--- config.mk ---
export PLATFORM = sky130hd
export DESIGN_NAME = mse_ctrl
export DESIGN_NICKNAME = d
export VERILOG_FILES = /design/src/rtl/core/merge_sort_engine_unit_assert.svh /design/src/rtl/core/mse_pkg.sv /design/src/rtl/core/mse_ctrl.sv
export SDC_FILE = /design/constraint.sdc
export NUM_CORES = 1
export LEC_CHECK = 0
export ABC_AREA = 1
export BUFFER_PORTS_ARGS = -buffer_cell sky130_fd_sc_hd__buf_2
export CORE_AREA = 5 5 42 44
export CTS_CLUSTER_SIZE = 40
export DETAILED_ROUTE_END_ITERATION = 8
export DIE_AREA = 0 0 47 49
export GPL_ROUTABILITY_DRIVEN = 0
export PLACE_DENSITY = 0.38
export SLEW_MARGIN = 5
export SYNTH_ARGS = -nofsm -noshare
export SYNTH_HDL_FRONTEND = slang
export SYNTH_SLANG_ARGS = --single-unit
--- constraint.sdc ---
create_clock -name clk_i -period 1.05 [get_ports clk_i]
set_clock_uncertainty 0.2 [all_clocks]
set_input_delay 0.21 -clock clk_i [delete_from_list [all_inputs] [get_ports clk_i]]
set_output_delay 0.21 -clock clk_i [all_outputs]
set_load 0.02 [all_outputs]
--- src/rtl/core/merge_sort_engine_unit_assert.svh ---
// Assertion macros shared by the merge sort engine RTL.
// Expects clk_i and rst_ni in the scope where a macro is used.
`ifndef MERGE_SORT_ENGINE_UNIT_ASSERT_SVH
`define MERGE_SORT_ENGINE_UNIT_ASSERT_SVH

// Checked on every edge once reset is released.
`define MSE_ASSERT(lbl, prop, msg) \
  lbl: assert property (@(posedge clk_i) disable iff (!rst_ni) (prop)) else $error(msg);

// Checked on every edge, reset included.
`define MSE_ASSERT_ALWAYS(lbl, prop, msg) \
  lbl: assert property (@(posedge clk_i) (prop)) else $error(msg);

`endif

--- src/rtl/core/mse_pkg.sv ---
// Shared types and constants of the merge sort engine.
// No dependencies.
`default_nettype none

package mse_pkg;

  localparam int unsigned MAX_ELEMENTS = 64;
  localparam int unsigned DATA_W       = 32;
  localparam int unsigned ADDR_W       = $clog2(MAX_ELEMENTS);
  localparam int unsigned CNT_W        = $clog2(MAX_ELEMENTS + 1);

  typedef logic signed [DATA_W-1:0] data_t;
  typedef logic [CNT_W-1:0]         cnt_t;
  typedef logic [ADDR_W-1:0]        addr_t;

  typedef enum logic [1:0] {
    ST_LOAD,
    ST_SETUP,
    ST_MERGE,
    ST_EMIT
  } state_e;

  // controller -> datapath
  typedef struct packed {
    logic load;        // store the accepted beat
    logic setup;       // open the next pair of runs
    logic merge;       // move one element into the other bank
    logic emit_start;  // sort finished, rewind the read index
    logic emit;        // load the output register
    logic clear;       // set finished, back to an empty store
  } cmd_t;

  // datapath -> controller
  typedef struct packed {
    logic load_close;
    logic merge_last;
    logic pass_last;
    logic sort_last;
    logic emit_last;
    logic out_free;
  } sts_t;

endpackage

`default_nettype wire

--- src/rtl/core/mse_ctrl.sv ---
// Sequencer of the merge sort engine: load, merge passes, emission.
// Depends on mse_pkg.
`default_nettype none

module mse_ctrl import mse_pkg::*; (
  input  wire logic clk_i,
  input  wire logic rst_ni,
  input  wire logic in_valid_i,
  input  wire sts_t sts_i,
  output logic      in_ready_o,
  output cmd_t      cmd_o
);

  state_e state_q, state_d;

  always_ff @(posedge clk_i or negedge rst_ni) begin
    if (!rst_ni) begin
      state_q <= ST_LOAD;
    end else begin
      state_q <= state_d;
    end
  end

  always_comb begin
    state_d    = state_q;
    cmd_o      = '0;
    in_ready_o = 1'b0;
    unique case (state_q)
      ST_LOAD: begin
        in_ready_o = 1'b1;
        if (in_valid_i) begin
          cmd_o.load = 1'b1;
          if (sts_i.load_close) begin
            state_d = ST_SETUP;
          end
        end
      end
      ST_SETUP: begin
        cmd_o.setup = 1'b1;
        state_d     = ST_MERGE;
      end
      ST_MERGE: begin
        cmd_o.merge = 1'b1;
        if (sts_i.merge_last) begin
          if (sts_i.pass_last && sts_i.sort_last) begin
            cmd_o.emit_start = 1'b1;
            state_d          = ST_EMIT;
          end else begin
            state_d = ST_SETUP;
          end
        end
      end
      ST_EMIT: begin
        if (sts_i.out_free) begin
          cmd_o.emit = 1'b1;
          if (sts_i.emit_last) begin
            cmd_o.clear = 1'b1;
            state_d     = ST_LOAD;
          end
        end
      end
      default: begin
        state_d = ST_LOAD;
      end
    endcase
  end

endmodule

`default_nettype wire

After elaboration in Yosys (flattened, before gate mapping)
Cells that the tools add are included.
W data, S select, Z words.
{ "word_totals": {"register_bits": 2, "elab_cells": 29, "input_bits": 9} }
{ "classes": {"n_eq_ne": 8, "n_reduce_logical": 3, "n_mux": 17} }
{ "ops": {"columns": ["operator", "n"], "rows": [
  ["$mux W2", 9],
  ["$ne A2 B2 Y1 const B", 5],
  ["$pmux W2 S4", 1],
  ["$mux W1", 7],
  ["$reduce_and A5 Y1", 1],
  ["$eq A2 B2 Y1 const B", 2],
  ["$eq A2 B1 Y1 const B", 1],
  ["$logic_not A2 Y1", 1],
  ["$logic_and A1 B1 Y1", 1]
]} }

Logic depth before layout (Yosys ltp)
Gate-level depths: netlist of run 1.
{ "logic_depth": {"depth_word": 4, "depth_mapped": 7, "ltp_nobuf": 6} }

Worst setup path before layout of run 1
Ideal clock, no wire load.
{ "synth_timing": {"path_kind": "flip-flop to output port", "startpoint": "register state_q[0]", "endpoint": "output cmd_o[2] in the netlist's numbering", "t_arrival_ns": 1.041, "t_required_ns": 0.640, "path_stages_with_launch": 5, "setup_slack_ns": -0.401, "path_cell_list": "dfrtp_1 > buf_6 > nor2_4 > nand3_2 > nor2_1"} }
{ "synth_rtl": {"columns": ["element", "line_no", "text"], "rows": [
  ["from (decl)", "mse_ctrl.sv:14", "state_e state_q, state_d;"],
  ["from (signal assigned)", "mse_ctrl.sv:20", "state_q <= state_d;"],
  ["to (decl)", "mse_ctrl.sv:11", "output cmd_t cmd_o"]
]} }

==> out/qor.txt, run 1 <==
status = complete, but fails checks
failing checks = setup timing
cell leakage power = 0.255 nW
hold crit path type = in -> async
DRT iter0 DRCs = 3
Die W = 47 microns
dpl cells = 66
ANT nets after route = 0
die outline height = 49 microns
nature of the critical path endpoint = output port
WP data required = 0.64 ns
WP data arrival = 1.12 ns
CP startpoint = state_q[1]
clock insertion delay at the later pin of the skew report = 0.24 ns
internal power = 743 uW
number of max-cap violations = 0
WL final = 728 microns
count of final setup violators = 9
Top reg by flops = state_q
Residual DRC = 0
Top Registers = state_q (2)
dpl hpwl = 507 microns
Final Critical Period = 1.53 ns
startpoint types = flop
hold_ws = 0.0893 ns
DR WL/cell = 9.45 microns
crit share post-route = 146%
# IOs = 16
RSZ-0062 raised after global routing = true
CP max FO = 4
die area = 2300 sq um
pin count of the biggest net entering global routing = 6
Num CTS Buffers = 3
H-tree depth = 1
share of layout cells above drive strength 1 = 70.5%
worst-case reg-to-reg path depth = 8
Fin. Hold Viols = 0
post-synth cell types = 13
Cells after Synth = 31
first-pass GRT wire length = 1020 microns
Clock power frac = 15.0%
Max transition margin = 89.5%
clk slew on worst S/H paths = 0.04 ns
Combinational Power Share = 71.1%
Syn Nets = 40
Ant. Diodes = 0
Core Area = 1400 sq um
max reg flops = 2
Final #Nets = 71
#FFs+latches synth = 2
PortBufs = 15
sw power = 571 uW
FMAX = 652 MHz
Slew Limit Fails = 0
Mean Syn Cell Area = 6.22 sq um
Rows = 14
Reg2Reg Capture Point = state_q[1]
placed instance area = 328 sq um
Worst IR Drop VDD = 0.000843 V
end of the critical path = cmd_o[5]
TritonCTS clock tree = yes
Longest Clk Path Bufs = 2
Power Density = 2790 nW/um^2
Syn-to-layout area delta = 145%
initial core utilization = 13.8%
Slew @ Worst Pin = 0.157 ns
total track usage = 5.99%
clk root buf = clkbuf_4
antenna violations before repair = 0
R2R Path Start = state_q[0]
post-route cell area = 472 sq um
Seq/Total Area, Yosys = 26.0%
Sequential Power Share = 13.9%
sw frac = 43.5%
Final TNS setup = -3.65 ns
Finished Layout Cells = 77
TritonRoute pass-1 iters = 3
kind of critical path = reg -> out
DR vias = 300
setup ws final = -0.483 ns
clk sinks = 2
via-per-instance ratio = 3.90
Fillers = 156
vias in the first global route = 289
Mapped Area = 193 sq um
r2r setup slk = -0.34 ns
Ys Warns = 0
total gr overflow = 0
==> per-stage QoR <==
stage | power, mW | setup slack (ns) | util [%]
after floorplan | 0.585 | -0.292 | -
after global placement | 0.805 | -0.296 | 23.4
after detailed placement | 0.793 | -0.297 | 23.4
after CTS | 1.19 | -0.483 | 30.1
after global routing | 1.40 | -0.526 | 33.7
final | 1.31 | -0.483 | 33.7
==> repair_timing <==
action / 4_1_cts / 5_1_grt
pin swaps: 1 / 4
hold buffers: 1 / 0
buffers inserted: 3 / 3
setup endpoints to repair: 9 / 9
gates resized for setup: 12 / 8
hold endpoints to repair: 2 / 0
==> per-layer routing <==
| layer | global-route usage, % | part of all wire, % |
|---|---|---|
| met1 | 8.35 | 41 |
| met2 | 7.92 | 45 |
| met3 | 0 | 11 |
| met4 | 5.53 | 2.6 |
| met5 | 0 | 0 |
==> cells by family (layout without fill, tap and decap cells) <==
kind of cell	after synthesis	in the layout	synth area share, %
AND/OR/NAND/NOR	21	21	53.2
AO/OA/AOI/OAI	2	2	5.19
flip-flops	2	2	26.0
buffers and inverters	6	36	15.6
==> final cells by class <==
cell class	instances	area, sq um	area share, %
multi-input combinational	23	158	33.4
tap	16	20.0	4.24
clock buffer	4	26.3	5.57
timing repair buffer	27	196	41.6
inverter	5	18.8	3.98
sequential	2	52.6	11.1
==> critical path: stages (launching register included) <==
cell and delay [ns]:
dfrtp_2 0.42, buf_4 0.14, nor3b_2 0.16, buf_4 0.16
==> how the worst min path moves through the flow <==
stage | startpoint | end | slack, ns | depth (start not counted)
finish | rst_ni | state_q[1] | 0.09 | 2
global route | rst_ni | state_q[1] | 0.10 | 2
CTS | rst_ni | state_q[1] | 0.09 | 2
detailed placement | rst_ni | state_q[0] | -0.20 | 1
global placement | rst_ni | state_q[0] | -0.20 | 1
floorplan | rst_ni | state_q[0] | -0.29 | 0
==> power by group through the flow <==
stage / Combinational [mW] / Sequential [mW] / Clock (mW)
6_report: 0.934 / 0.182 / 0.197
3_3_place_gp: 0.615 / 0.190 / 0
3_5_place_dp: 0.602 / 0.192 / 0
5_1_grt: 1.00 / 0.192 / 0.208
2_1_floorplan: 0.426 / 0.158 / 0
4_1_cts: 0.805 / 0.188 / 0.201
==> cells in the mapped netlist, drive strengths merged <==
| cell | count | share of area (%) |
|---|---|---|
| nand2 | 10 | 19 |
| nor2 | 6 | 17 |
| inv | 5 | 9.7 |
| nand3 | 4 | 13 |
| dfrtp | 2 | 26 |
| a21oi | 1 | 2.6 |
| buf | 1 | 5.8 |
| nor3b | 1 | 3.9 |
| o21ai | 1 | 2.6 |
==> cells in the final DEF, fill, tap and decap left out <==
| cell type | netlist | layout |
|---|---|---|
| buf_6 | 1 | 3 |
| nor3b_2 | 0 | 1 |
| inv_1 | 4 | 3 |
| inv_2 | 1 | 2 |
| nand2_4 | 0 | 1 |
| nand3_1 | 3 | 2 |
| o21ai_1 | 0 | 1 |
| clkbuf_4 | 0 | 3 |
| nor2_2 | 1 | 1 |
| a21oi_1 | 1 | 1 |
| nand2_1 | 10 | 7 |
| nor2_1 | 4 | 2 |
| dfrtp_2 | 0 | 2 |
| nor2_4 | 1 | 3 |
| buf_2 | 0 | 8 |
| nand3_4 | 0 | 1 |
| nand2_2 | 0 | 2 |
| buf_4 | 0 | 15 |
| nand3_2 | 1 | 1 |
| clkbuf_1 | 0 | 1 |
| dlygate4sd3_1 | 0 | 1 |
(Power assumes the default switching activity.)
==> inputs of run 2 (changes only) <==
Settings changed: ABC_AREA 1 to 0, ABC_CLOCK_PERIOD_IN_PS set to 1050, CORE_AREA 5 5 42 44 to 2 2 39 41, DIE_AREA 0 0 47 49 to 0 0 41 43, PLACE_DENSITY 0.38 to 0.33.
==> out/qor.txt, run 2 <==
initial core utilization = 9.49% (was 13.8%)
clock insertion delay at the later pin of the skew report = 0.22 ns (was 0.24 ns)
Longest Clk Path Bufs = 2 (unchanged)
Slew Limit Fails = 0 (unchanged)
total gr overflow = 0 (unchanged)
post-synthesis mux area share = 0% (unchanged)
count of final setup violators = 9 (unchanged)
share of layout cells above drive strength 1 = 85.1% (was 70.5%)
CP bufs+invs = 1 (was 2)
PortBufs = 15 (unchanged)
die outline height = 43 microns (was 49 microns)
worst-case reg-to-reg path depth = 6 (was 8)
commonest non-fill, non-tap cells in the layout = 10 x buf_2, 8 x buf_4, 7 x buf_6, 3 x nor2_4, 3 x clkbuf_4 (was 15 x buf_4, 8 x buf_2, 7 x nand2_1)
Final #Nets = 58 (was 71)
most instantiated cells after synthesis = 4 x nand2_1, 4 x nor2_1, 3 x nand3_1, 2 x dfrtp_1 (was 10 x nand2_1, 4 x inv_1, 4 x nor2_1, 3 x nand3_1, 2 x dfrtp_1)
Hold Path Cell Cnt = 2
status = complete, but fails checks (unchanged)
#FFs+latches synth = 2 (unchanged)
WL final = 657 microns (was 728 microns)
FMAX = 634 MHz (was 652 MHz)
Ys Warns = 0 (unchanged)
synthesized-area fraction occupied by adder cells = 0% (unchanged)
post-route cell area = 420 sq um (was 472 sq um)
antenna violations before repair = 0 (unchanged)
Final Critical Period = 1.58 ns (was 1.53 ns)
placed instance area = 277 sq um (was 328 sq um)
Residual DRC = 0 (unchanged)
largest family of logic cells by synthesized area = simple AND/OR/NAND/NOR gates (unchanged)
Fin. Hold Viols = 0 (unchanged)
cell count along the critical path = 4 (was 3)
total track usage = 8.43% (was 5.99%)
RSZ-0062 raised after global routing = true (unchanged)
dpl hpwl = 398 microns (was 507 microns)
CP top delay family = flip-flops (unchanged)
WP data arrival = 1.17 ns (was 1.12 ns)
CP max stage cell = dfrtp_2 (unchanged)
Reg2Reg Capture Point = state_q[0] (was state_q[1])
DR vias = 243 (was 300)
Mapped Area = 131 sq um (was 193 sq um)
post-layout util = 30.4% (was 33.7%)
Hold Startpoint = sts_i[4]
Die W = 41 microns (was 47 microns)
first-pass GRT wire length = 945 microns (was 1020 microns)
cell leakage power = 0.220 nW (was 0.255 nW)
Num CTS Buffers = 3 (unchanged)
Max transition margin = 84.4% (was 89.5%)
max reg flops = 2 (unchanged)
kind of critical path = reg -> out (unchanged)
Mean Syn Cell Area = 7.30 sq um (was 6.22 sq um)
clk slew on worst S/H paths = 0.03 ns (was 0.04 ns)
post-synthesis compound-gate area fraction = 6.67% (was 5.19%)
vias in the first global route = 237 (was 289)
die area = 1760 sq um (was 2300 sq um)
Syn-to-layout area delta = 220% (was 145%)
WP data required = 0.64 ns (about the same)
Slew @ Worst Pin = 0.232 ns (was 0.157 ns)
TritonRoute pass-1 iters = 2 (was 3)
clk root buf = clkbuf_4 (unchanged)
Core Area = 1380 sq um (was 1400 sq um)
Worst Hold Path EP = state_q[1]
EDFF count, synth = 0 (unchanged)
CP max FO = 6 (was 4)
setup ws final = -0.526 ns (was -0.483 ns)
failing checks = setup timing (unchanged)
ys async rst share = 100% (unchanged)
Top Registers = state_q (2) (unchanged)
Worst IR Drop VDD = 0.000962 V (was 0.000843 V)
delay of the slowest critical-path stage = 0.43 ns (was 0.42 ns)
hold_ws = 0.0429 ns (was 0.0893 ns)
xor/xnor share of the synthesized area = 0% (unchanged)
area leader, netlist = dfrtp_1 (unchanged)
Power Density = 2850 nW/um^2 (was 2790 nW/um^2)
pin count of the biggest net entering global routing = 7 (was 6)
# IOs = 16 (unchanged)
Yosys top cell area share = 38.1% (was 26.0%)
Rows = 14 (unchanged)
Cells after Synth = 18 (was 31)
R2R Path Start = state_q[0] (unchanged)
DR WL/cell = 10.4 microns (was 9.45 microns)
Design Power = 1.20 mW (was 1.31 mW)
clk sinks = 2 (unchanged)
r2r setup slk = -0.36 ns (was -0.34 ns)
ranking of synthesized cells by area = dfrtp_1 38%, nand3_1 11%, nand2_1 11% (was dfrtp_1 26%, nand2_1 19%, nand3_1 7.8%)
Ant. Diodes = 0 (unchanged)
ANT nets after route = 0 (unchanged)
Seq/Total Area, Yosys = 38.1% (was 26.0%)
Main synth FF type = dfrtp_1 (unchanged)
H-tree depth = 1 (unchanged)
nature of the critical path endpoint = output port (unchanged)
worst-path cell chain = and2b_2 > nand2_4 > nor2_4 > buf_6 (was buf_4 > nor3b_2 > buf_4)
Post-Synth Simple-Gate Area = 52.4% (was 53.2%)
startpoint types = flop (unchanged)
hold crit path type = in -> reg (was in -> async)
most common cell after layout, fill and taps aside = buf_2 (was buf_4)
number of max-cap violations = 0 (unchanged)
via-per-instance ratio = 3.86 (was 3.90)
Top reg by flops = state_q (unchanged)
Syn Nets = 27 (was 40)
crit share post-route = 150% (was 146%)
DRT iter0 DRCs = 2 (was 3)
TritonCTS clock tree = yes (unchanged)
post-synth cell types = 9 (was 13)
==> run 2: cell types whose count changed in the layout (fill, tap and decap cells not counted), moves of 2 or more <==
| cell | change |
|---|---|
| buf_6 | +4 |
| buf_2 | +2 |
| buf_4 | -7 |
| nand2_1 | -5 |
| nand2_2 | -2 |
| inv_1 | -2 |
| inv_2 | -2 |
| nor2_1 | -2 |
==> run 2: per-layer routing <==
| metal | vias to the layer above | global-route usage [%] | routed length (microns) |
|---|---|---|---|
| met3 | 0 | 6.28 | 74 |
| met5 | - | 0 | 0 |
| li1 | 118 | - | - |
| met2 | 14 | 10.3 | 336 |
| met4 | 0 | 6.00 | 0 |
| met1 | 111 | 9.62 | 246 |
==> run 2: how the worst max path moves through the flow <==
| stage | start | to | slack [ns] |
|---|---|---|---|
| after floorplan | state_q[0] | cmd_o[2] | -0.31 |
| after global placement | state_q[0] | cmd_o[2] | -0.35 |
| after detailed placement | state_q[0] | cmd_o[2] | -0.35 |
| after CTS | state_q[0] | cmd_o[2] | -0.53 |
| after global routing | state_q[0] | cmd_o[2] | -0.57 |
| final | state_q[0] | cmd_o[2] | -0.53 |
==> run 2: logic make-up (layout without fill, tap and decap cells) <==
family | Yosys count | in the layout
simple gates | 14 | 14
buf+inv | 1 | 30
flops | 2 | 2
compound gates | 1 | 1
==> run 2: cell type report <==
| cell class | count | area, sq um |
|---|---|---|
| multi-input combinational | 15 | 123 |
| timing repair buffer | 26 | 199 |
| inverter | 1 | 3.75 |
| fill | 151 | 963 |
| clock buffer | 3 | 22.5 |
| sequential | 2 | 52.6 |
| tap | 16 | 20.0 |
==> run 2: worst reg2reg max path: cells and delay by family, from the launching register on <==
kind | cells | cell delay [ns]
AND/OR/NAND/NOR | 3 | 0.37
flip-flops | 1 | 0.43
buffers and inverters | 3 | 0.35
==> run 2: where the power goes <==
group	switching, mW	internal [mW]
clock	0.0447	0.126
sequential	0.0691	0.123
combinational	0.366	0.469
total	0.479	0.718
==> run 2: metrics by stage <==
stage / TNS (ns) / setup WS, ns / cells
6_report: -3.60 / -0.526 / 63
5_1_grt: -4.07 / -0.568 / 63
3_3_place_gp: -1.70 / -0.345 / 53
2_1_floorplan: -0.992 / -0.305 / 18
4_1_cts: -3.44 / -0.533 / 60
3_5_place_dp: -1.75 / -0.349 / 53
==> run 2: what timing repair did <==
action	4_1_cts	5_1_grt
endpoints found under the setup margin	9	9
resized for setup	15	5
pin swaps	4	1
hold buffers	1	0
setup buffers	3	3
hold endpoints to repair	2	0
==> inputs of run 3 (changes only) <==
Settings changed: SETUP_SLACK_MARGIN set to 0.5.
==> out/qor.txt, run 3 (synthesis results as in run 2) <==
sw frac = 41.1% (was 40.0%)
Max transition margin = 86.5% (was 84.4%)
count of final setup violators = 9 (unchanged)
Final TNS setup = -3.12 ns (was -3.60 ns)
cell leakage power = 0.167 nW (was 0.220 nW)
WP data required = 0.64 ns (about the same)
CP startpoint = state_q[0] (unchanged)
initial core utilization = 9.49% (unchanged)
Clock power frac = 18.6% (was 14.3%)
Worst IR Drop VDD = 0.000834 V (was 0.000962 V)
Residual DRC = 0 (unchanged)
Sequential Power Share = 18.8% (was 16.0%)
r2r setup slk = -0.15 ns (was -0.36 ns)
CP max FO = 4 (was 6)
Final Critical Period = 1.53 ns (was 1.58 ns)
TritonCTS clock tree = yes (unchanged)
Core Area = 1380 sq um (unchanged)
die area = 1760 sq um (unchanged)
Fillers = 154 (was 151)
nature of the critical path endpoint = output port (unchanged)
Reg2Reg Capture Point = state_q[0] (unchanged)
Syn-to-layout area delta = 148% (was 220%)
R2R Path Start = state_q[1] (was state_q[0])
kind of critical path = reg -> out (unchanged)
RSZ-0062 raised after global routing = true (unchanged)
DR WL/cell = 9.09 microns (was 10.4 microns)
WP data arrival = 1.12 ns (was 1.17 ns)
failing checks = hold timing, setup timing (was setup timing)
dpl cells = 51 (was 53)
via-per-instance ratio = 3.77 (was 3.86)
Finished Layout Cells = 56 (was 63)
first-pass GRT wire length = 883 microns (was 945 microns)
Top Registers = state_q (2) (unchanged)
commonest non-fill, non-tap cells in the layout = 10 x buf_2, 6 x buf_4 (was 10 x buf_2, 8 x buf_4, 7 x buf_6, 3 x nor2_4, 3 x clkbuf_4)
DRT iter0 DRCs = 8 (was 2)
clock insertion delay at the later pin of the skew report = 0.22 ns (about the same)
die outline height = 43 microns (unchanged)
DR vias = 211 (was 243)
clk sinks = 2 (unchanged)
hold_ws = -0.438 ns (was 0.0429 ns)
Slew @ Worst Pin = 0.201 ns (was 0.232 ns)
placed instance area = 262 sq um (was 277 sq um)
WL final = 509 microns (was 657 microns)
sw power = 377 uW (was 479 uW)
Slew Limit Fails = 0 (unchanged)
max reg flops = 2 (unchanged)
Longest Clk Path Bufs = 2 (unchanged)
PortBufs = 15 (unchanged)
Fin. Hold Viols = 2 (was 0)
Num CTS Buffers = 3 (unchanged)
startpoint types = flop (unchanged)
total gr overflow = 0 (unchanged)
Final #Nets = 51 (was 58)
setup ws final = -0.482 ns (was -0.526 ns)
crit share post-route = 146% (was 150%)
FMAX = 653 MHz (was 634 MHz)
Design Power = 915 uW (was 1.20 mW)
Rows = 14 (unchanged)
end of the critical path = cmd_o[2] (unchanged)
clk root buf = clkbuf_4 (unchanged)
status = complete, but fails checks (unchanged)
total track usage = 8.03% (was 8.43%)
Power Density = 2810 nW/um^2 (was 2850 nW/um^2)
number of max-cap violations = 0 (unchanged)
H-tree depth = 1 (unchanged)
antenna violations before repair = 0 (unchanged)
worst-case reg-to-reg path depth = 4 (was 6)
clk slew on worst S/H paths = 0.03 ns (about the same)
internal power = 539 uW (was 718 uW)
TritonRoute pass-1 iters = 2 (unchanged)
pre-CTS setup slack = -0.329 ns (was -0.349 ns)
# IOs = 16 (unchanged)
dpl hpwl = 366 microns (was 398 microns)
share of layout cells above drive strength 1 = 75.0% (was 85.1%)
pin count of the biggest net entering global routing = 7 (unchanged)
Die W = 41 microns (unchanged)
post-route cell area = 325 sq um (was 420 sq um)
hold crit path type = in -> async (was in -> reg)
ANT nets after route = 0 (unchanged)
Ant. Diodes = 0 (unchanged)
most common cell after layout, fill and taps aside = buf_2 (unchanged)
Top reg by flops = state_q (unchanged)
Combinational Power Share = 62.6% (was 69.7%)
vias in the first global route = 234 (was 237)
run 3: cell types whose count changed in the layout (fill, tap and decap cells not counted), sizes merged:
| cell | before | now |
|---|---|---|
| buf | 25 | 19 |
| dlygate4sd3 | 1 | 0 |
run 3: final cells by class:
type                            count  area (sq um)  area share, %
Clock buffer                        3          22.5           6.92
Inverter                            1          3.75           1.15
Multi-Input combinational cell     15          98.8           30.4
Sequential cell                     2          51.3           15.8
Tap cell                           16          20.0           6.15
Timing Repair Buffer               19           129           39.6
run 3: how the worst min path moves through the flow:
stage          startpoint    endpoint  slack (ns)  depth (start not counted)
6_report           rst_ni  state_q[0]       -0.44                          1
5_1_grt            rst_ni  state_q[0]       -0.45                          1
4_1_cts            rst_ni  state_q[0]       -0.45                          1
3_5_place_dp       rst_ni  state_q[1]       -0.20                          1
3_3_place_gp       rst_ni  state_q[1]       -0.20                          1
2_1_floorplan      rst_ni  state_q[0]       -0.29                          0
run 3: power groups by stage:
stage	Clock (mW)	Combinational, mW	Sequential (mW)
final	0.171	0.573	0.172
after global routing	0.190	0.618	0.182
after CTS	0.180	0.577	0.165
after detailed placement	0	0.438	0.173
after global placement	0	0.446	0.173
after floorplan	0	0.278	0.159
run 3: layer usage:
metal / track usage [%] / vias up / part of all wire, %
met5: 0 / - / 0
met4: 8.00 / 0 / 2.0
met3: 5.76 / 2 / 17
met2: 10.0 / 14 / 40
met1: 8.04 / 89 / 41
li1: - / 106 / -
run 3: repair_timing:
action | in CTS | in global routing
pin swaps | 4 | 1
endpoints found under the setup margin | 9 | 9
buffers inserted | 2 | 0
hold endpoints to repair | 3 | 3
gates resized for setup | 9 | 1
run 3: stage by stage:
| stage | util, % | hold WS (ns) |
|---|---|---|
| finish | 23.5 | -0.438 |
| global route | 23.5 | -0.446 |
| CTS | 23.4 | -0.446 |
| detailed placement | 18.9 | -0.204 |
| global placement | 18.9 | -0.205 |
| floorplan | - | -0.286 |
run 3: critical path, stage by stage (launching register included):
cell     delay, ns
dfrtp_1       0.40
and2b_2       0.24
nand2_2       0.07
nor2_4        0.08
buf_6         0.12
